--- config.mk ---
export PLATFORM = sky130hd
export DESIGN_NAME = wwgs_ram
export DESIGN_NICKNAME = d
export VERILOG_FILES = /design/src/hdl/wwgs_ram.sv
export SDC_FILE = /design/constraint.sdc
export NUM_CORES = 2
export LEC_CHECK = 0
export BUFFER_PORTS_ARGS = -buffer_cell sky130_fd_sc_hd__buf_2
export CAP_MARGIN = 0
export CELL_PAD_IN_SITES_DETAIL_PLACEMENT = 1
export CELL_PAD_IN_SITES_GLOBAL_PLACEMENT = 1
export CORE_ASPECT_RATIO = 0.7
export CORE_MARGIN = 4
export CORE_UTILIZATION = 35
export CTS_BUF_LIST = sky130_fd_sc_hd__clkbuf_16
export DETAILED_ROUTE_END_ITERATION = 6
export PLACE_DENSITY_LB_ADDON = 0.1
export SETUP_SLACK_MARGIN = 0.3
export SKIP_LAST_GASP = 1
export SLEW_MARGIN = 20
export SYNTH_ARGS = -nofsm -noshare
export SYNTH_HDL_FRONTEND = slang
export SYNTH_SLANG_ARGS = --single-unit
--- constraint.sdc ---
create_clock -name clk_i -period 3.4 [get_ports clk_i]
set_clock_uncertainty 0.2 [all_clocks]
set_input_delay 0.34 -clock clk_i [delete_from_list [all_inputs] [get_ports clk_i]]
set_output_delay 0.34 -clock clk_i [all_outputs]
set_load 0.01 [all_outputs]
--- src/hdl/wwgs_ram.sv ---
// Generic simple dual-port RAM: one write port, one read port, registered read data.
// No dependencies.
module wwgs_ram #(
  parameter int unsigned WIDTH = 4,
  parameter int unsigned DEPTH = 1024
) (
  input  logic                     clk_i,
  input  logic                     we_i,
  input  logic [$clog2(DEPTH)-1:0] waddr_i,
  input  logic [WIDTH-1:0]         wdata_i,
  input  logic                     re_i,
  input  logic [$clog2(DEPTH)-1:0] raddr_i,
  output logic [WIDTH-1:0]         rdata_o
);

  logic [WIDTH-1:0] mem_q [DEPTH];
  logic [WIDTH-1:0] rdata_q;

  always_ff @(posedge clk_i) begin
    if (we_i) begin
      mem_q[waddr_i] <= wdata_i;
    end
    if (re_i) begin
      rdata_q <= mem_q[raddr_i];
    end
  end

  assign rdata_o = rdata_q;

endmodule

## Yosys cells after proc, flatten, opt, wreduce, memory -nomap -nowiden

Memories as Yosys holds them, arrays and structs flattened. A register that Yosys moved wholly into a read port is not among the register bits.
Cells that the tools add are included.

- Bits in registers: 0
- Bits in writable memories: 4,096
- Input port bits: 27
- Logic and storage cells: 3
- Memories: 1

Memory list:

| name | depth | width | read ports | clocked after Yosys merged registers in | write ports | line | source |
|---|---|---|---|---|---|---|---|
| mem_q | 1,024 | 4 | 1 | 1 | 1 | 16 | `logic [WIDTH-1:0] mem_q [DEPTH];` |

- Muxes and demuxes: 2

Operators with widths:

| operator | number |
|---|---|
| two-way mux 1 bit | 2 |

## Longest topological paths before layout

- Depth after elaboration: 2
- Mapped depth: 17
- Depth with buffers taken out: 8

## Worst setup path after synthesis

Ideal clock, no wire load.

- Path type: in2reg
- Start: input port raddr_i[0]
- End: register rdata_q[2] (netlist: rdata_o[2]) (read register of mem_q), data pin
- Library setup time: 0.268 ns
- Arrival time: 2.792 ns
- Slack: 0.139 ns
- Stages on the path: 12
- Buffers on the path: 5
- Cell sequence: buf_6 -> buf_6 -> buf_6 -> buf_4 -> buf_2 -> mux4_2 -> a22oi_1 -> a21oi_1 -> nor4_1 -> a211oi_1 -> o41ai_1 -> nand4_1

RTL lines:

| element | line | source |
|---|---|---|
| from (decl) | 12 | `input logic [$clog2(DEPTH)-1:0] raddr_i,` |
| to (decl) | 17 | `logic [WIDTH-1:0] rdata_q;` |

==> results list <==
- The flow ran to the end, and the final reports show no timing, DRC or antenna violations.
* Relative slew slack: 25.5%
- The count of final max-slew check failures was 0.
- Global-route wire length before repair: 781000 µm
- Along the worst hold path, the cell count comes to 2.
- Tracing the worst setup path back leads to its startpoint at mem_q[919][3]$_DFFE_PP_.
- Syn-to-layout area delta: 18.1%
* Cell with the most instances after synthesis: sky130_fd_sc_hd__edfxtp_1
- Net switching is 22.5% of the power.
- Number of cells on the worst reg-to-reg path: 11
* Measured slew at the worst slew-check pin: 1.12 ns
- The total overflow left after global routing is 0.
* Worst R2R Start: mem_q[919][3]$_DFFE_PP_
- Sinks on Clock Net: 4100
- Number of maximum-capacitance constraint violations: 0
- The count of cells in the finished layout, fillers not included, comes to 15700.
- Initial antenna violation count: 76
* Inserted Clock Buffers: 412
- Area enclosed by the die boundary: 474000 µm²
- In this run, synthesis inferred 4100 flip-flops with an integrated enable.
* Syn Inst Count: 8290
- The biggest area contributor in the post-synthesis netlist is sky130_fd_sc_hd__edfxtp_1.
- Via count of the first global-routing pass: 90400
- Leak: 0.0608 µW
- Clock latency on the worst-skew pair, taken at its later pin, is 1.02 ns.
- Minimum clock period: 3.28 ns
* Final core area utilization: 41.6%
- Total vias in the final route: 88900
* Combinational fraction of design power: 6.2%
- Last weighted congestion value of the routability-driven placer: 0.822
- 31 I/O pins were placed.
* # setup viols final: 0
- Summed over all layers, the routed wires come to 568000 µm.
- Post-synthesis net count: 8317
* Required time of the critical path: 3.95 ns
- In this run the power density over the cells is 564 nW/µm².
- Worst-case setup slack after placement: -1.35 ns
- Sequential cells burn 51.5% of the power.
- Clock-pin slew on the worst setup and hold paths: 0.06 ns
- Nature of the critical path endpoint: flop
- In this run the number of H-tree levels came out at 5.
* Largest net degree at the start of global routing: 141
- Height of the chip: 577 µm
- CORE AREA: 460000 µm²
- After synthesis the cells add up to 162000 µm².
* Post-CTS Repair Setup Buffers: 0
- Once the floorplan was initialized, standard cells occupied 35.2% of the core.
- Asr flop ratio synth: 0%
- From left edge to right edge, the die measures 822 µm.
- Class of the most critical setup path: flop to flop
* Vias per cell: 5.68
- Number of distinct standard cells referenced by the synthesized netlist: 75
- Derived from the worst setup path, the maximum achievable clock frequency is 305 MHz.
- VDD sags by at most 0.365 mV.
- Hold EP: rdata_o[2]$_DFFE_PP_
- The most used flip-flop cell after synthesis is sky130_fd_sc_hd__edfxtp_1.
- CTS tree: done
- The clock passes through at most 4 buffers.
* Critical path startpoint category: flop
- Number of nets in the final layout: 9247
- The analysis attributes to net switching a power of 24300 µW.
- Setup slack on the critical path of the routed design comes to 0.124 ns.
- For this run, design rule violations remaining after detail routing come to 0.
* Share of final-layout standard cells stronger than drive strength 1: 28.1%
* Critical register-to-register path endpoint: rdata_o[3]$_DFFE_PP_
- Count of input and output buffers: 30
- Sorting the synthesized cells by area gives the leading types as sky130_fd_sc_hd__edfxtp_1 (76%), sky130_fd_sc_hd__mux4_2 (12%), sky130_fd_sc_hd__mux2i_1 (2.8%).
- The hold violation count in the final report came to 0.
- CTS placed an instance of sky130_fd_sc_hd__clkbuf_16 at the clock tree root.
* Number of placed cells counting well taps: 14900
- Overall global routing resource usage: 23.6%
* Register bit total from synthesis: 4100
- Hold path startpoint: re_i
- After layout, the design draws a total of 108000 µW.
* Int Pwr: 83700 µW
* Detailed placement HPWL: 373000 µm
* Std-Cell Rows: 208
- In this run the register-to-register setup slack is 0.12 ns.
- Commonest cells in the synthesized netlist: sky130_fd_sc_hd__edfxtp_1 (4100), sky130_fd_sc_hd__nor2_1 (1103), sky130_fd_sc_hd__mux4_2 (875)
- Post-Syn Area per Cell: 19.6 µm²
* RSZ-0062 raised after global routing: yes
* Relative contribution of the clock network to total power: 42.3%
* First-pass iteration count of the detailed router: 5
* Worst hold path class: input pin to flop
- The synthesized design devotes to its leading area cell type 75.9% of total area.
* Detailed-route wire length per cell: 36.3 µm
- Sequential share of the synthesized area: 75.9%
* Max FO, Critical Path: 1
- The final critical path takes up 96.4% of the cycle.
* Post-DRT Antenna Nets: 0
- DRT iter0 DRCs: 11400
- Critical path arrival: 3.82 ns
- Ys Warns: 0
[how the worst max path moves through the flow]
stage | endpoint | slack [ns] | cells past startpoint
CTS | rdata_o[3]$_DFFE_PP_ | 0.06 | 11
detailed placement | rdata_o[2]$_DFFE_PP_ | -1.35 | 14
finish | rdata_o[3]$_DFFE_PP_ | 0.12 | 11
global route | rdata_o[3]$_DFFE_PP_ | 0.01 | 11
floorplan | rdata_o[2]$_DFFE_PP_ | 0.29 | 15
global placement | rdata_o[1]$_DFFE_PP_ | -1.77 | 11
[power groups by stage]
stage / clock network, µW / logic, µW / registers (µW)
6_report: 45700 / 6740 / 55700
5_1_grt: 48800 / 7050 / 55600
4_1_cts: 46600 / 6780 / 55700
3_5_place_dp: 0 / 6720 / 56700
3_3_place_gp: 0 / 6650 / 56700
2_1_floorplan: 0 / 2750 / 56700
[final cells by class]
| type | instances | area, µm² |
|---|---|---|
| clock inverter | 322 | 2680 |
| antenna | 16 | 40.0 |
| sequential | 4100 | 123000 |
| tap | 6090 | 7620 |
| fill | 43600 | 269000 |
| multi-input combinational | 3593 | 36500 |
| timing repair buffer | 1107 | 11000 |
| inverter | 6 | 40.0 |
| clock buffer | 420 | 10500 |
[routing by layer]
layer / GRT usage [%] / share of wire, % / routed length (µm) / vias up
li1: - / - / - / 35900
met2: 34.5 / 43 / 246000 / 3692
met5: 0 / 0.0081 / 46 / -
met1: 37.2 / 47 / 266000 / 48700
met4: 5.00 / 2.2 / 12600 / 8
met3: 3.78 / 7.8 / 44500 / 597
[worst max-delay path: stages, from the launching register on]
cell                        delay (ns)
sky130_fd_sc_hd__edfxtp_1         0.41
sky130_fd_sc_hd__mux4_2           0.49
sky130_fd_sc_hd__mux4_2           0.56
sky130_fd_sc_hd__o22ai_4          0.38
sky130_fd_sc_hd__buf_6            0.19
sky130_fd_sc_hd__nor2_4           0.05
sky130_fd_sc_hd__buf_6            0.15
sky130_fd_sc_hd__o41ai_4          0.06
sky130_fd_sc_hd__clkbuf_16        0.23
sky130_fd_sc_hd__nor3_4           0.04
sky130_fd_sc_hd__nor2_1           0.14
sky130_fd_sc_hd__o2111ai_1        0.10
[layout by cell type, fill, tap and decap left out, types with 16 or more instances in the layout]
master                          Yosys  final
sky130_fd_sc_hd__a21oi_1          129    127
sky130_fd_sc_hd__a221oi_1          29     28
sky130_fd_sc_hd__a22oi_1           80     77
sky130_fd_sc_hd__buf_12             1    210
sky130_fd_sc_hd__buf_2             64     21
sky130_fd_sc_hd__buf_4             60    845
sky130_fd_sc_hd__bufinv_16          0     43
sky130_fd_sc_hd__clkbuf_16          0    421
sky130_fd_sc_hd__clkinv_1           1     80
sky130_fd_sc_hd__clkinv_2           0     90
sky130_fd_sc_hd__clkinvlp_4         0     17
sky130_fd_sc_hd__diode_2            0     16
sky130_fd_sc_hd__dlygate4sd3_1      0     17
sky130_fd_sc_hd__edfxtp_1        4100   4100
sky130_fd_sc_hd__inv_1              2     74
sky130_fd_sc_hd__mux2_2            23     23
sky130_fd_sc_hd__mux2i_1          461    461
sky130_fd_sc_hd__mux4_2           875    875
sky130_fd_sc_hd__nand2_1          166    160
sky130_fd_sc_hd__nand3_1           62     38
sky130_fd_sc_hd__nand3_4            0     24
sky130_fd_sc_hd__nor2_1          1103   1098
sky130_fd_sc_hd__nor3_1           100     91
sky130_fd_sc_hd__nor4_1            21     18
sky130_fd_sc_hd__o21ai_0           66     62
sky130_fd_sc_hd__o221ai_1         168    167
sky130_fd_sc_hd__o22ai_1           89     87
[registers in the layout (all words and copies together) (netlist names)]
signal,cells
mem_q,4096
rdata_o,4
[stage by stage]
| step | hold WS [ns] | instance area [µm²] | TNS (ns) |
|---|---|---|---|
| floorplan | 0.239 | 162000 | 0 |
| global placement | 0.600 | 178000 | -5.44 |
| detailed placement | 0.601 | 178000 | -4.33 |
| CTS | 0.0257 | 191000 | 0 |
| global route | 0.0731 | 192000 | 0 |
| finish | 0.106 | 192000 | 0 |
[cells by family (layout without fill, tap and decap cells)]
logic type | Yosys count | count (layout) | share of synthesized area [%]
compound gates | 674 | 674 | 2.96
simple gates | 1560 | 1560 | 3.99
other cells | 0 | 16 | 0
mux | 1359 | 1359 | 15.2
flops | 4100 | 4100 | 75.9
buf+inv | 597 | 1855 | 1.96
[repair_timing]
action / in CTS / in global routing
gates resized for setup: 36 / 10
hold endpoints to repair: 2055 / 0
setup endpoints to repair: 4 / 4
hold buffers: 17 / 0
pin swaps: 11 / 3
(Power assumes the default switching activity.)
