File: config.mk
export PLATFORM = sky130hd
export DESIGN_NAME = wwgs_window
export DESIGN_NICKNAME = d
export VERILOG_FILES = /design/src/hdl/wwgs_pkg.sv /design/src/hdl/wwgs_window.sv
export SDC_FILE = /design/constraint.sdc
export NUM_CORES = 1
export LEC_CHECK = 0
export BUFFER_PORTS_ARGS = -buffer_cell sky130_fd_sc_hd__buf_2
export CAP_MARGIN = 25
export CORE_MARGIN = 4
export CORE_UTILIZATION = 50
export DETAILED_ROUTE_END_ITERATION = 8
export PLACE_DENSITY = 0.69
export SLEW_MARGIN = 20
export SYNTH_ARGS = -nofsm -noshare
export SYNTH_HDL_FRONTEND = slang
export SYNTH_SLANG_ARGS = --single-unit
File: constraint.sdc
create_clock -name clk_i -period 6.25 [get_ports clk_i]
set_input_delay 0 -clock clk_i [delete_from_list [all_inputs] [get_ports clk_i]]
set_output_delay 0 -clock clk_i [all_outputs]
set_load 0.02 [all_outputs]
File: src/hdl/wwgs_pkg.sv
// Shared types and constants for the Wireworld generation step.
// No dependencies; every other file of the block except wwgs_ram refers to it by scoped names.
package wwgs_pkg;

  // Default sizes of the line stores and of the row counter.
  localparam int unsigned MAX_COLS_DEF = 1024;
  localparam int unsigned MAX_ROWS_DEF = 4096;

  // Configuration register widths and reset values.
  localparam int unsigned GRID_WIDTH_BITS  = 11;
  localparam int unsigned GRID_HEIGHT_BITS = 13;
  localparam int unsigned CFG_DATA_BITS    = 13;
  localparam int unsigned GRID_WIDTH_RST   = 631;
  localparam int unsigned GRID_HEIGHT_RST  = 958;
  localparam int unsigned GRID_MIN         = 3;

  // Cell coding on the stream.
  localparam int unsigned CELL_BITS = 2;
  typedef enum logic [CELL_BITS-1:0] {
    CELL_BLANK = 2'd0,
    CELL_HEAD  = 2'd1,
    CELL_TAIL  = 2'd2,
    CELL_WIRE  = 2'd3
  } cell_e;

  // Register indexes on the configuration port.
  typedef enum logic [0:0] {
    REG_GRID_WIDTH  = 1'b0,
    REG_GRID_HEIGHT = 1'b1
  } cfg_reg_e;

  // Per-item tag worked out from the raster position at accept time.
  typedef struct packed {
    logic filled;  // window has filled since the last restart
    logic inner;   // incoming cell is at row >= 2 and column >= 2
    logic last;    // result is the bottom-right cell of a frame
  } item_tag_t;

endpackage

File: src/hdl/wwgs_window.sv
// 3x3 neighbour window and the Wireworld next-state rule.
// Depends on wwgs_pkg for the cell coding.
module wwgs_window (
  input  logic                           clk_i,
  input  logic                           rst_ni,
  input  logic                           shift_i,
  input  logic [wwgs_pkg::CELL_BITS-1:0] top_i,
  input  logic [wwgs_pkg::CELL_BITS-1:0] mid_i,
  input  logic [wwgs_pkg::CELL_BITS-1:0] bot_i,
  output logic [wwgs_pkg::CELL_BITS-1:0] next_o
);

  typedef logic [2:0][2:0][wwgs_pkg::CELL_BITS-1:0] win_t;

  win_t win_q, win_d;

  function automatic logic [wwgs_pkg::CELL_BITS-1:0] wire_rule(input win_t win);
    logic [3:0] heads;
    logic [wwgs_pkg::CELL_BITS-1:0] res;
    heads = '0;
    for (int i = 0; i < 3; i++) begin
      for (int j = 0; j < 3; j++) begin
        if (!(i == 1 && j == 1) && win[i][j] == wwgs_pkg::CELL_HEAD) begin
          heads = heads + 4'd1;
        end
      end
    end
    case (win[1][1])
      wwgs_pkg::CELL_HEAD: res = wwgs_pkg::CELL_TAIL;
      wwgs_pkg::CELL_TAIL: res = wwgs_pkg::CELL_WIRE;
      wwgs_pkg::CELL_WIRE: begin
        res = (heads == 4'd1 || heads == 4'd2) ? wwgs_pkg::CELL_HEAD : wwgs_pkg::CELL_WIRE;
      end
      default: res = wwgs_pkg::CELL_BLANK;
    endcase
    return res;
  endfunction

  // Shift left one column; new right column: line stores over the input cell.
  always_comb begin
    for (int i = 0; i < 3; i++) begin
      win_d[i][0] = win_q[i][1];
      win_d[i][1] = win_q[i][2];
    end
    win_d[0][2] = top_i;
    win_d[1][2] = mid_i;
    win_d[2][2] = bot_i;
  end

  always_ff @(posedge clk_i or negedge rst_ni) begin
    if (!rst_ni) begin
      win_q <= '0;
    end else if (shift_i) begin
      win_q <= win_d;
    end
  end

  assign next_o = wire_rule(win_d);

endmodule

-- Word-level counts from Yosys, hierarchy flattened
Index checks and enable logic that the tools add are counted.
- equal/unequal tests: 13
- multiplexer cells: 10
- reductions and logical operators: 1
- add/sub/neg operators: 7
- operators by type and width (cell ; number):
    $mux 4 ; 7
    $add 4x1->4 const B ; 6
    $eq 2x1->1 const B ; 9
    $pmux 2 s3 ; 1
    $eq 2x2->1 const B ; 2
    $eq 4x1->1 const B ; 1
    $eq 4x2->1 const B ; 1
    $add 1x1->2 const B ; 1
    $mux 2 ; 1
    $logic_or 1x1->1 ; 1
    $mux 1 ; 1
- register bits: 12
- output and inout port bits: 2
- word-level logic and storage cells: 37

-- Depth between registers and ports, before layout
- depth after elaboration: 20
- gate-level depth with buffers: 25
- mapped depth without buffers: 25

-- Worst setup path before layout
No wires, ideal clock.
- kind: register -> output
- from: reg win_q, in the netlist win_d[0]
- to: out next_o[1] in the netlist's numbering
- data required time: 6250 ps
- arrival: 4614 ps
- cell stages (with the launch flop): 24
- slack: 1636 ps
- buffers on the path: 0
- cell sequence: dfrtp_1 -> nor2b_1 -> ha_1 -> xnor2_1 -> ha_1 -> nand2_1 -> nand2_1 -> ha_1 -> mux2_2 -> ha_1 -> nand2_1 -> o21ai_0 -> or2_2 -> ha_1 -> nor2_1 -> nor2_1 -> ha_1 -> nand3b_1 -> xnor2_1 -> xnor3_1 -> o21ba_2 -> a21oi_1 -> a41o_1 -> nor3_1
- cells in the longest elaborated chain, start to end: 20
- elaborated cells on any way between the ends: 21
- classes of those cells: add/sub (7); eq/ne (3); mux (10); reduce/logical (1)
- ends and longest elaborated chain (element ; line ; source):
    start: declaration ; wwgs_window.sv:15 ; win_t win_q, win_d;
    start signal: assignment ; wwgs_window.sv:54 ; win_q <= win_d;
    $eq 2x1->1 (*) ; wwgs_window.sv:23 ; if (!(i == 1 && j == 1) && win[i][j] == wwgs_pkg::CELL_HEAD) begin
    $mux 1 (*) ; wwgs_window.sv:23 ;
    $add 1x1->2 ; wwgs_window.sv:24 ; heads = heads + 4'd1;
    $mux 4 (*) ; wwgs_window.sv:23 ;
    $add 4x1->4 ; wwgs_window.sv:24 ;
    $mux 4 (*) ; wwgs_window.sv:23 ;
    $add 4x1->4 ; wwgs_window.sv:24 ;
    $mux 4 (*) ; wwgs_window.sv:23 ;
    [4 not listed] ; -- ;
    $add 4x1->4 ; wwgs_window.sv:24 ;
    $mux 4 (*) ; wwgs_window.sv:23 ;
    $add 4x1->4 ; wwgs_window.sv:24 ;
    $mux 4 (*) ; wwgs_window.sv:23 ;
    $eq 4x1->1 / $eq 4x2->1 (equally long branches) ; wwgs_window.sv:32 ; res = (heads == 4'd1 || heads == 4'd2) ? wwgs_pkg::CELL_HEAD : wwgs_pkg::CELL_WIRE;
    $logic_or 1x1->1 (*) ; wwgs_window.sv:32 ;
    $mux 2 (*) ; wwgs_window.sv:32 ;
    $pmux 2 s3 (*) ; wwgs_window.sv:28 ; case (win[1][1])
    end: declaration ; wwgs_window.sv:10 ; output logic [wwgs_pkg::CELL_BITS-1:0] next_o
Every way passes the cells marked *; elsewhere a longest branch is shown, timed or not.

-- Final worst setup path
- from: reg win_q, in the netlist win_d[3]
- to: out next_o[1] in the netlist's numbering
- cells in the longest elaborated chain, start to end: 18
- elaborated cells on any way between the ends: 19
- classes of those cells: add/sub (6); eq/ne (3); mux (9); reduce/logical (1)
- ends and longest elaborated chain (element ; line):
    $eq 2x1->1 (*) ; wwgs_window.sv:23
    $mux 4 (*) ; wwgs_window.sv:23
    $add 4x1->4 ; wwgs_window.sv:24
    $mux 4 (*) ; wwgs_window.sv:23
    $add 4x1->4 ; wwgs_window.sv:24
    $mux 4 (*) ; wwgs_window.sv:23
    $add 4x1->4 ; wwgs_window.sv:24
    $mux 4 (*) ; wwgs_window.sv:23
    [2 not listed] ; --
    $add 4x1->4 ; wwgs_window.sv:24
    $mux 4 (*) ; wwgs_window.sv:23
    $add 4x1->4 ; wwgs_window.sv:24
    $mux 4 (*) ; wwgs_window.sv:23
    $eq 4x1->1 / $eq 4x2->1 (equally long branches) ; wwgs_window.sv:32
    $logic_or 1x1->1 (*) ; wwgs_window.sv:32
    $mux 2 (*) ; wwgs_window.sv:32
    $pmux 2 s3 (*) ; wwgs_window.sv:28
Marks and branches as above.

==> impl_metrics.yaml <==
status:
  status: "finished, final reports clean"
worst_setup_path:
  r2r_cells: 1
  cp_slowest_cell: "dfrtp_1"
  timing.rr.start: "win_d[9]"
  ff2ff_setup_slack_ns: 5.45
  crit_family: "adder cells"
  critPathLaunchType: "flip-flop"
  slowest_delay_ns: 0.39
  path_max_fanout: 5
  crit_required_ns: 6.25
  worst_ep_arrival_time_ns: 5.38
  cp_common_cell: "ha_1"
  crit_buf_inv: 2
  r2r_end: "win_d[7]"
  worstPathCellList: "nand2b_1 > inv_1 > ha_1 > xnor2_1 > ha_1 > nand2_1 > nand2_1 > ha_1 > mux2_2 > ha_1 > nand2_1 > o21ai_0 > or2_2 > ha_1 > nor2_1 > nor2_1 > ha_1 > nand3b_1 > xnor2_1 > xnor3_1 > o21ba_2 > a2111oi_0 > nor3_1 > buf_2"
  endpoint_kind: "output pin"
  worstSetupPathType: "reg2out"
cells_and_area:
  nNetsFinal: 146
  largest_reg_flops: 12
  final_cells: 156
  n_antenna_cell: 0
  syn2layout_area_growth_pct: 12.7
  drive_gt1_share_pct: 25.6
  final_util_pct: 61.8
  final_area_sq_mm: 0.00126
detailed_routing:
  drt_first_pass_iters: 4
  drc: 0
  drtAntennaViolNets: 0
  wirelength_microns: 2060
  viasPerCell: 5.54
  wl_per_cell_microns: 13.2
  drtIter0Drc: 21
  vias: 864
timing:
  fin_crit_ns: 5.38
  finalCritPeriodShare_pct: 86.1
  relSlewSlack_pct: 66.0
  worstMarginPinSlew_ns: 0.509
  holdWs_ns: 0.00712
  fin_ws_ns: 0.872
  setup_tns_ns: 0
  fmax_mhz: 186
  rsz0062_at_grt: "no"
  hold_viol: 0
  finClkSkew_ns: 0.000152
  finalSetupViolCount: 0
  drv_slew: 0
power:
  p_total_uw: 351
  p_leak_nw: 0.549
  ir_worst_vdd_mv: 0.219
  powerDensity_mw_per_mm2: 278
clock_network:
  clkTransAtPathRegs_ns: 0.07
  cts_buffers: 3
  post_cts_buffers: 0
  cts_root_buf: "clkbuf_4"
  tritoncts: "yes"
  htreeDepth: 1
  numClockSinks: 12
  clk_latency_ns: 0.27
  cts_buffer_depth: 2
place:
  hpwlAfterDp_microns: 1750
  portBuffers: 10
  postPlaceCellArea_sq_mm: 0.00120
  pre_cts_ws_ns: 1.20
  routabilityCongestion: 0.757
  placedCellCount: 149
global_route:
  grt_use_total_pct: 14.7
  grt_antenna_before_repair: 0
  grt_pass1_wl_microns: 3770
  grt_overflow_total: 0
  grt_max_degree: 13
  first_global_vias: 898
worst_hold_path:
  worstHoldStart: "bot_i[1]"
  hp-class: "in2reg"
  worstHoldPathCells: 2
  hold_end: "win_d[15]"
yosys:
  synthesis.area_sq_mm: 0.00112
  yosysWarnings: 0
  synth.avg_cell_area_sq_um: 9.82
  yosysSeqAreaShare_pct: 26.8
  synth_nets: 130
  synth_cells: 114
  ys_types: 41
  ys_seq_elements: 12
die:
  rows: 16
  initial_utilization_pct: 54.8
  core_sq_mm: 0.00204
  die_x_microns: 55.3
  ios: 11
  dieArea_sq_mm: 0.00306
  dieHeight_microns: 55.3
flow_run:
  max_cap_viol_count: 0
-- cell families (layout without fill, tap and decap cells) --
family | Yosys count | count (layout) | synth area share [%]
AND/OR/NAND/NOR | 45 | 45 | 22.2
XOR/XNOR | 13 | 13 | 14.6
buffers and inverters | 7 | 22 | 2.35
flip-flops | 12 | 12 | 26.8
adder cells (fa/ha/maj) | 7 | 7 | 7.82
multiplexers | 14 | 14 | 14.0
AO/OA/AOI/OAI | 16 | 16 | 12.2
-- where the power goes --
group,internal [mW],switching (mW),total (mW)
Clock,0.0354,0.0230,0.0584
Sequential,0.0874,0.00762,0.0950
Combinational,0.0939,0.104,0.198
-- area by class of cell --
cell class / instances / area [sq um]
Inverter: 5 / 18.8
Timing Repair Buffer: 13 / 80.1
Tap cell: 27 / 33.8
Sequential cell: 12 / 300
Multi-Input combinational cell: 95 / 793
Clock buffer: 4 / 36.3
Fill cell: 174 / 779
-- cell usage after synthesis, drive strengths merged --
| cell | n | share of area (%) |
|---|---|---|
| or3 | 1 | 0.56 |
| a2111oi | 2 | 2.1 |
| nand2 | 8 | 2.7 |
| a211o | 1 | 0.78 |
| xor2 | 3 | 2.3 |
| mux2 | 13 | 13 |
| xnor2 | 7 | 6.1 |
| a21oi | 1 | 0.45 |
| clkbuf | 1 | 0.33 |
| o2111ai | 2 | 1.6 |
| nor2 | 9 | 3.0 |
| buf | 1 | 0.33 |
| o211ai | 1 | 0.67 |
| nand2b | 5 | 2.8 |
| o31a | 1 | 0.78 |
| o21a | 1 | 0.67 |
| mux2i | 1 | 0.89 |
| dfrtp | 12 | 27 |
| nand4b | 1 | 0.78 |
| a2111o | 1 | 1.0 |
| a21boi | 1 | 0.67 |
| o21ba | 1 | 0.89 |
| nor2b | 5 | 2.8 |
| and2b | 2 | 1.5 |
| o311ai | 1 | 0.78 |
| ha | 7 | 7.8 |
| inv | 5 | 1.7 |
| or2 | 1 | 0.56 |
| o21ai | 2 | 0.89 |
| xor3 | 1 | 2.1 |
| nor3 | 4 | 1.8 |
| xnor3 | 2 | 4.0 |
| a41o | 1 | 0.89 |
| nand3b | 7 | 4.7 |
| nand3 | 1 | 0.45 |
| nor3b | 1 | 0.67 |
-- layout by cell type (no fill, tap or decap), types with 2 or more instances in the layout --
cell type,netlist,routed
dfrtp_1,12,12
o2111ai_1,2,2
ha_1,7,7
nor2_1,9,9
dlygate4sd3_1,0,3
clkbuf_4,0,3
nor3_1,4,4
xnor3_1,2,2
nand2_1,8,8
xnor2_1,6,6
inv_1,4,4
nand3b_1,7,7
buf_2,0,10
nor2b_1,5,5
nand2b_1,5,5
xor2_1,3,3
mux2_2,13,13
-- layer usage --
metal,track usage (%),vias to the layer above,wire length (microns)
met5,0,-,0
met1,19.6,400,969
met3,1.17,5,84
met4,5.90,0,41
li1,-,441,-
met2,24.3,18,958
-- how the worst max path moves through the flow --
stage,startpoint,to,slack (ns),cells past startpoint
final,win_d[3],next_o[1],0.87,24
after global placement,win_d[3],next_o[1],1.38,24
after CTS,win_d[3],next_o[1],0.87,24
after detailed placement,win_d[3],next_o[1],1.20,24
after floorplan,win_d[0],next_o[1],1.64,23
after global routing,win_d[3],next_o[1],0.43,24
-- what timing repair did --
| item | in CTS | in global routing |
|---|---|---|
| resized for setup | 0 | 0 |
| hold buffers | 3 | 0 |
| endpoints found under the hold margin | 14 | 0 |
(Power assumes the default switching activity.)
