File: config.mk
export PLATFORM = sky130hd
export DESIGN_NAME = wwgs_scan
export DESIGN_NICKNAME = d
export VERILOG_FILES = /design/src/hdl/wwgs_pkg.sv /design/src/hdl/wwgs_scan.sv
export SDC_FILE = /design/constraint.sdc
export NUM_CORES = 1
export LEC_CHECK = 0
export BUFFER_PORTS_ARGS = -buffer_cell sky130_fd_sc_hd__buf_2
export CAP_MARGIN = 20
export CELL_PAD_IN_SITES_DETAIL_PLACEMENT = 0
export CELL_PAD_IN_SITES_GLOBAL_PLACEMENT = 1
export CORE_MARGIN = 3
export CORE_UTILIZATION = 50
export DETAILED_ROUTE_END_ITERATION = 6
export HOLD_SLACK_MARGIN = 0.12
export PLACE_DENSITY_LB_ADDON = 0.1
export SYNTH_ARGS = -nofsm -noshare
export SYNTH_HDL_FRONTEND = slang
export SYNTH_SLANG_ARGS = --single-unit
File: constraint.sdc
create_clock -name clk_i -period 5.2 [get_ports clk_i]
set_clock_uncertainty 0.2 [all_clocks]
set_input_delay 0.52 -clock clk_i [delete_from_list [all_inputs] [get_ports clk_i]]
set_output_delay 0.52 -clock clk_i [all_outputs]
set_load 0.05 [all_outputs]
File: src/hdl/wwgs_pkg.sv
// Shared types and constants for the Wireworld generation step.
// No dependencies; every other file of the block except wwgs_ram refers to it by scoped names.
package wwgs_pkg;

  // Default sizes of the line stores and of the row counter.
  localparam int unsigned MAX_COLS_DEF = 1024;
  localparam int unsigned MAX_ROWS_DEF = 4096;

  // Configuration register widths and reset values.
  localparam int unsigned GRID_WIDTH_BITS  = 11;
  localparam int unsigned GRID_HEIGHT_BITS = 13;
  localparam int unsigned CFG_DATA_BITS    = 13;
  localparam int unsigned GRID_WIDTH_RST   = 631;
  localparam int unsigned GRID_HEIGHT_RST  = 958;
  localparam int unsigned GRID_MIN         = 3;

  // Cell coding on the stream.
  localparam int unsigned CELL_BITS = 2;
  typedef enum logic [CELL_BITS-1:0] {
    CELL_BLANK = 2'd0,
    CELL_HEAD  = 2'd1,
    CELL_TAIL  = 2'd2,
    CELL_WIRE  = 2'd3
  } cell_e;

  // Register indexes on the configuration port.
  typedef enum logic [0:0] {
    REG_GRID_WIDTH  = 1'b0,
    REG_GRID_HEIGHT = 1'b1
  } cfg_reg_e;

  // Per-item tag worked out from the raster position at accept time.
  typedef struct packed {
    logic filled;  // window has filled since the last restart
    logic inner;   // incoming cell is at row >= 2 and column >= 2
    logic last;    // result is the bottom-right cell of a frame
  } item_tag_t;

endpackage

File: src/hdl/wwgs_scan.sv
// Raster position, fill count and grid size registers for the Wireworld step.
// Depends on wwgs_pkg for register indexes, widths and the item tag type.
module wwgs_scan #(
  parameter int unsigned MAX_COLS = wwgs_pkg::MAX_COLS_DEF,
  parameter int unsigned MAX_ROWS = wwgs_pkg::MAX_ROWS_DEF
) (
  input  logic                                  clk_i,
  input  logic                                  rst_ni,
  input  logic                                  cfg_we_i,
  input  logic                                  cfg_idx_i,
  input  logic [wwgs_pkg::CFG_DATA_BITS-1:0]    cfg_data_i,
  input  logic                                  step_i,
  output logic [$clog2(MAX_COLS)-1:0]           col_o,
  output wwgs_pkg::item_tag_t                   tag_o
);

  localparam int unsigned CB = $clog2(MAX_COLS);
  localparam int unsigned RB = $clog2(MAX_ROWS);
  localparam int unsigned WB = $clog2(MAX_COLS + 1);
  localparam int unsigned HB = $clog2(MAX_ROWS + 1);
  localparam int unsigned FB = $clog2(MAX_COLS + 2);

  localparam int unsigned WIDTH_RST =
    (wwgs_pkg::GRID_WIDTH_RST < wwgs_pkg::GRID_MIN) ? wwgs_pkg::GRID_MIN :
    (wwgs_pkg::GRID_WIDTH_RST > MAX_COLS) ? MAX_COLS : wwgs_pkg::GRID_WIDTH_RST;
  localparam int unsigned HEIGHT_RST =
    (wwgs_pkg::GRID_HEIGHT_RST < wwgs_pkg::GRID_MIN) ? wwgs_pkg::GRID_MIN :
    (wwgs_pkg::GRID_HEIGHT_RST > MAX_ROWS) ? MAX_ROWS : wwgs_pkg::GRID_HEIGHT_RST;

  logic [WB-1:0] width_q,  width_d;
  logic [HB-1:0] height_q, height_d;
  logic [CB-1:0] col_q,    col_d;
  logic [RB-1:0] row_q,    row_d;
  logic [FB-1:0] fill_q,   fill_d;

  logic [wwgs_pkg::GRID_WIDTH_BITS-1:0]  wr_width;
  logic [wwgs_pkg::GRID_HEIGHT_BITS-1:0] wr_height;
  logic [FB-1:0]                         fill_full;
  logic                                  row_end;
  logic                                  frame_end;

  assign wr_width  = cfg_data_i[wwgs_pkg::GRID_WIDTH_BITS-1:0];
  assign wr_height = cfg_data_i[wwgs_pkg::GRID_HEIGHT_BITS-1:0];

  assign fill_full = FB'(width_q) + FB'(1);
  assign row_end   = (WB'(col_q) + WB'(1)) == width_q;
  assign frame_end = (HB'(row_q) + HB'(1)) == height_q;

  always_comb begin
    width_d  = width_q;
    height_d = height_q;
    col_d    = col_q;
    row_d    = row_q;
    fill_d   = fill_q;
    if (cfg_we_i) begin
      // Clamp the written size into range and restart the stream.
      case (cfg_idx_i)
        wwgs_pkg::REG_GRID_WIDTH: begin
          if (32'(wr_width) < 32'(wwgs_pkg::GRID_MIN)) begin
            width_d = WB'(wwgs_pkg::GRID_MIN);
          end else if (32'(wr_width) > 32'(MAX_COLS)) begin
            width_d = WB'(MAX_COLS);
          end else begin
            width_d = WB'(wr_width);
          end
        end
        wwgs_pkg::REG_GRID_HEIGHT: begin
          if (32'(wr_height) < 32'(wwgs_pkg::GRID_MIN)) begin
            height_d = HB'(wwgs_pkg::GRID_MIN);
          end else if (32'(wr_height) > 32'(MAX_ROWS)) begin
            height_d = HB'(MAX_ROWS);
          end else begin
            height_d = HB'(wr_height);
          end
        end
        default: begin
          width_d = width_q;
        end
      endcase
      col_d  = '0;
      row_d  = '0;
      fill_d = '0;
    end else if (step_i) begin
      if (fill_q < fill_full) begin
        fill_d = fill_q + FB'(1);
      end
      if (row_end) begin
        col_d = '0;
        row_d = frame_end ? '0 : row_q + RB'(1);
      end else begin
        col_d = col_q + CB'(1);
      end
    end
  end

  always_ff @(posedge clk_i or negedge rst_ni) begin
    if (!rst_ni) begin
      width_q  <= WB'(WIDTH_RST);
      height_q <= HB'(HEIGHT_RST);
      col_q    <= '0;
      row_q    <= '0;
      fill_q   <= '0;
    end else begin
      width_q  <= width_d;
      height_q <= height_d;
      col_q    <= col_d;
      row_q    <= row_d;
      fill_q   <= fill_d;
    end
  end

  assign col_o        = col_q;
  assign tag_o.filled = fill_q >= fill_full;
  assign tag_o.inner  = (row_q >= RB'(2)) && (col_q >= CB'(2));
  assign tag_o.last   = (fill_q >= fill_full) && (row_q == RB'(1)) && (col_q == '0);

endmodule

Word level (Yosys, flattened, before mapping)
Cells that the tools add are included.
{"block": "totals", "regBits": 57, "input_bits": 18, "out_inout_bits": 13, "word_cells": 48}
{"block": "classes", "n_addsub": 6, "order_cmp": 8, "eq_ne": 3, "mux": 14, "n_bitwise": 1, "reduce_logical": 11}
{"operator": "2-to-1 mux 11 bit", "count": 5}
{"operator": "2-to-1 mux 12 bit", "count": 4}
{"operator": "2-to-1 mux 10 bit", "count": 3}
{"operator": "2-to-1 mux 13 bit", "count": 2}
{"operator": "adder 11 x 1 -> 11 bit, second input constant", "count": 2}
{"operator": "adder 12 x 1 -> 13 bit, second input constant", "count": 1}
{"operator": "equality test 13 bit", "count": 1}
{"operator": "greater-than comparator 13 bit, second input constant", "count": 1}
{"operator": "< comparator 13 x 2 -> 1 bit, second input constant", "count": 1}
{"operator": "adder 12 x 1 -> 12 bit, second input constant", "count": 1}
{"operator": "equality test 12 x 1 -> 1 bit, second input constant", "count": 1}
{"operator": ">= comparator 12 x 2 -> 1 bit, second input constant", "count": 1}
{"operator": "adder 10 x 1 -> 11 bit, second input constant", "count": 1}
{"operator": "equality test 11 bit", "count": 1}
{"operator": ">= comparator 11 bit", "count": 1}
{"operator": "greater-than comparator 11 bit, second input constant", "count": 1}
{"operator": "< comparator 11 bit", "count": 1}
{"operator": "< comparator 11 x 2 -> 1 bit, second input constant", "count": 1}
{"operator": "adder 10 x 1 -> 10 bit, second input constant", "count": 1}
{"operator": ">= comparator 10 x 2 -> 1 bit, second input constant", "count": 1}
{"operator": "logical NOT 10 bit", "count": 1}
{"operator": "AND reduction 2 bit", "count": 4}
{"operator": "nonzero test 2 bit", "count": 3}
{"operator": "logical AND 1 bit", "count": 3}
{"operator": "inverter 1 bit", "count": 1}

Logic depth before layout (Yosys ltp)
{"block": "logic_depth", "ltp_word": 6, "ltp_mapped": 14, "depth_no_buf": 12}

Worst setup path after synthesis
Ideal clock, no wire load.
{"block": "synth_path", "path_kind": "reg2out", "startpoint": "register width_q[5]", "endpoint": "output tag_o[0] (netlist bit)", "arrival_time_ps": 4173, "required_time_ps": 4480, "setup_slack_ps": 307, "stages_incl_launch_ff": 9, "path_buffers": 1, "path_cell_list": "dfstp_2 clkbuf_1 and3_1 nand4_1 xor2_1 ha_1 nand4_1 o211ai_1 nor4b_1"}
{"item": "start, declared", "line_no": "wwgs_scan.sv:30", "text": "logic [WB-1:0] width_q, width_d;"}
{"item": "start signal, assigned", "line_no": "wwgs_scan.sv:98", "text": "width_q <= WB'(WIDTH_RST);"}
{"item": "start signal, assigned", "line_no": "wwgs_scan.sv:104", "text": "width_q <= width_d;"}
{"item": "end, declared", "line_no": "wwgs_scan.sv:14", "text": "output wwgs_pkg::item_tag_t tag_o"}

==> results.toml <==
[synthesis]
synth_area_leader_cell = "dfrtp_1"
synth_edf_count = 0
ys.flop_type = "dfrtp_1"
synth_top_area_frac = 0.254
ys_seq_area_frac = 0.350
ys_warn_count = 0
synth_seq_cells = 57
syn_nets = 505
synth_area_leaders = "dfrtp_1 (25%), dfstp_2 (9.5%), xnor2_1 (5.9%)"
netlist_area_mm2 = 0.00413
synth_cell_types = 69
async_reset_ff_frac = 1.00
synth.avg_cell_area_um2 = 8.83
synthCells = 468

[detailed_routing]
dr.first_iter.drc_count = 212
routed_via_density = 6.00
drtAntennaViolNets = 0
routed_wl_mm = 9.96
drcViolationCount = 0
vias = 3523
wl_per_cell_um = 17.0
drtPass1Iterations = 4

[power]
vdd_drop_max_uv = 172
p_sw_frac = 0.325
powerDensity_mw_per_mm2 = 263
switching_power_w = 0.000381
pwr-share-clk = 0.368
p_seq_frac = 0.450
p_int_w = 0.000792
leakagePower_nw = 1.82
pwr-share-comb = 0.181

[cts]
cts-buffers-inserted = 9
clock_sinks = 57
cts_setup_buffers = 0
cts_root_buf = "clkbuf_8"
cts_max_path_buffers = 2
cts_resized = 0
insertion_delay_ns = 0.35
path_clk_slew_ns = 0.07
cts_tree = "done"
h-tree-depth = 3
cts_hold_buf = 0

[critical_path]
critPathKind = "reg2out"
critPathTopFamily = "simple AND/OR/NAND/NOR gates"
worst-path-max-fanout = 6
critPathMaxStageDelay_ns = 0.59
path_cells = "ha_1, and2_1, nand4_1, xor2_1, ha_1, nand4_1, nor2_1, o31ai_1, o211ai_1, nor4b_1, buf_2"
cp-end-kind = "primary output"
crit_required_ns = 4.48
crit_buf_inv = 1
start_kind = "register"
slowest_stage = "dfstp_2"
arrival_ns = 3.15

[final_layout]
mostFrequentLayoutCell = "nand2_1"
layout_common_cells = "nand2_1 (50), dfrtp_1 (42), nor2_1 (30), buf_2 (30), xnor2_1 (28)"
layout.nets = 517
area_growth_pct = 7.90
drive_above_1_share = 0.167
diodes = 0

[sta]
setup_viol = 0
slew_headroom = 0.377
min_period_ns = 3.87
hold_viol_final = 0
tightest_slew_ns = 0.934
slew_violations = 0
tns_ns = 0
rsz0062_at_grt = "no"
setup_ws_ns = 1.33
max_freq_ghz = 0.259
fin_crit_sh = 0.743

[global_route]
grt_pass1_wl_mm = 16.9
grt_pass1_vias = 3225
antenna_found_initial = 0
grt_overflow = 0
grt_usage = 0.220
grt_start_max_net_pins = 58

[floorplan]
start_util = 0.524
io_pins = 31
dieArea_mm2 = 0.00939
core_mm2 = 0.00789
die_w_um = 96.9
fp-row-count = 32
die_h_um = 96.9

[place]
place_congestion = 0.840
place.detailed.hpwl_mm = 7.32
port-buffer-count = 30
place_ws_ns = 1.67

[min_path]
worstHoldPathType = "in2async"

[run_status]
status = "completed"

[run]
maxCapViolCount = 0
[flip-flops by register name (all words and copies together), names as in the netlist]
register / count
col_o: 10
fill_q: 11
height_q: 13
row_q: 12
width_q: 11
[layer usage]
| layer | part of all wire | vias to the layer above | GRT usage |
|---|---|---|---|
| met5 | 0 | - | 0 |
| met3 | 0.054 | 9 | 0.0433 |
| met2 | 0.42 | 77 | 0.309 |
| met4 | 0.0093 | 0 | 0.0616 |
| li1 | - | 1748 | - |
| met1 | 0.51 | 1689 | 0.339 |
[cell families (layout without fill, tap and decap cells)]
kind of cell | count (synthesis) | after routing | share of synthesized area
and+or+nand+nor | 190 | 190 | 0.248
AOI/OAI and AO/OA | 105 | 105 | 0.184
DFF | 57 | 57 | 0.350
buffers and inverters | 50 | 67 | 0.0593
xor gates and xnor gates | 44 | 44 | 0.0932
adders and majority gates | 19 | 19 | 0.0575
muxes | 3 | 3 | 0.00787
[synthesized netlist by cell type (10+ instances only)]
library cell	count
and3_1	10
nand2b_1	11
xnor2_1	28
nand4_1	13
ha_1	19
nand3_1	20
o21ai_0	16
dfrtp_1	42
inv_1	18
nor3_1	11
nor2_1	30
a31oi_1	10
a22o_1	12
xor2_1	16
dfstp_2	15
a21oi_1	14
nand2_1	50
nor4_1	14
clkbuf_1	13
[through the flow]
step / util / instances / cell area (µm²) / power, W / hold WS (ns)
after floorplan: - / 468 / 4130 / 0.000685 / 0.0244
after global placement: 0.539 / 570 / 4250 / 0.000744 / 0.287
after detailed placement: 0.539 / 570 / 4250 / 0.000749 / 0.289
after CTS: 0.564 / 586 / 4450 / 0.00118 / 0.158
after global routing: 0.565 / 587 / 4460 / 0.00123 / 0.184
final: 0.565 / 587 / 4460 / 0.00117 / 0.0983
[area by class of cell]
class / instances / area (µm²)
Clock buffer: 9 / 124
Inverter: 18 / 67.6
Sequential cell: 57 / 1450
Multi-Input combinational cell: 361 / 2440
Tap cell: 102 / 128
Clock inverter: 7 / 80.1
Fill cell: 739 / 3430
Timing Repair Buffer: 33 / 173
[worst paths after layout]
path / startpoint / to / slack (ns) / depth (start not counted)
max reg2reg: width_q[0]$_DFFE_PN1P_ / fill_q[10]$_DFFE_PN0P_ / 1.64 / 12
max: width_q[0]$_DFFE_PN1P_ / tag_o[0] / 1.33 / 11
max in group asynchronous: rst_ni / col_o[6]$_DFFE_PN0P_ / 4.19 / 2
min: rst_ni / col_o[8]$_DFFE_PN0P_ / 0.1 / 2
min reg2reg: height_q[1]$_DFFE_PN1P_ / height_q[1]$_DFFE_PN1P_ / 0.30 / 2
min in group clk_i: cfg_data_i[12] / height_q[1]$_DFFE_PN1P_ / 0.20 / 2
[power groups by stage]
stage	Clock [W]	Combinational, W	Sequential [W]
detailed placement	0	0.000213	0.000536
floorplan	0	0.000159	0.000527
finish	0.000432	0.000213	0.000528
global placement	0	0.000210	0.000534
CTS	0.000437	0.000214	0.000528
global route	0.000458	0.000237	0.000536
No activity file was read; power rests on OpenSTA's default activity.
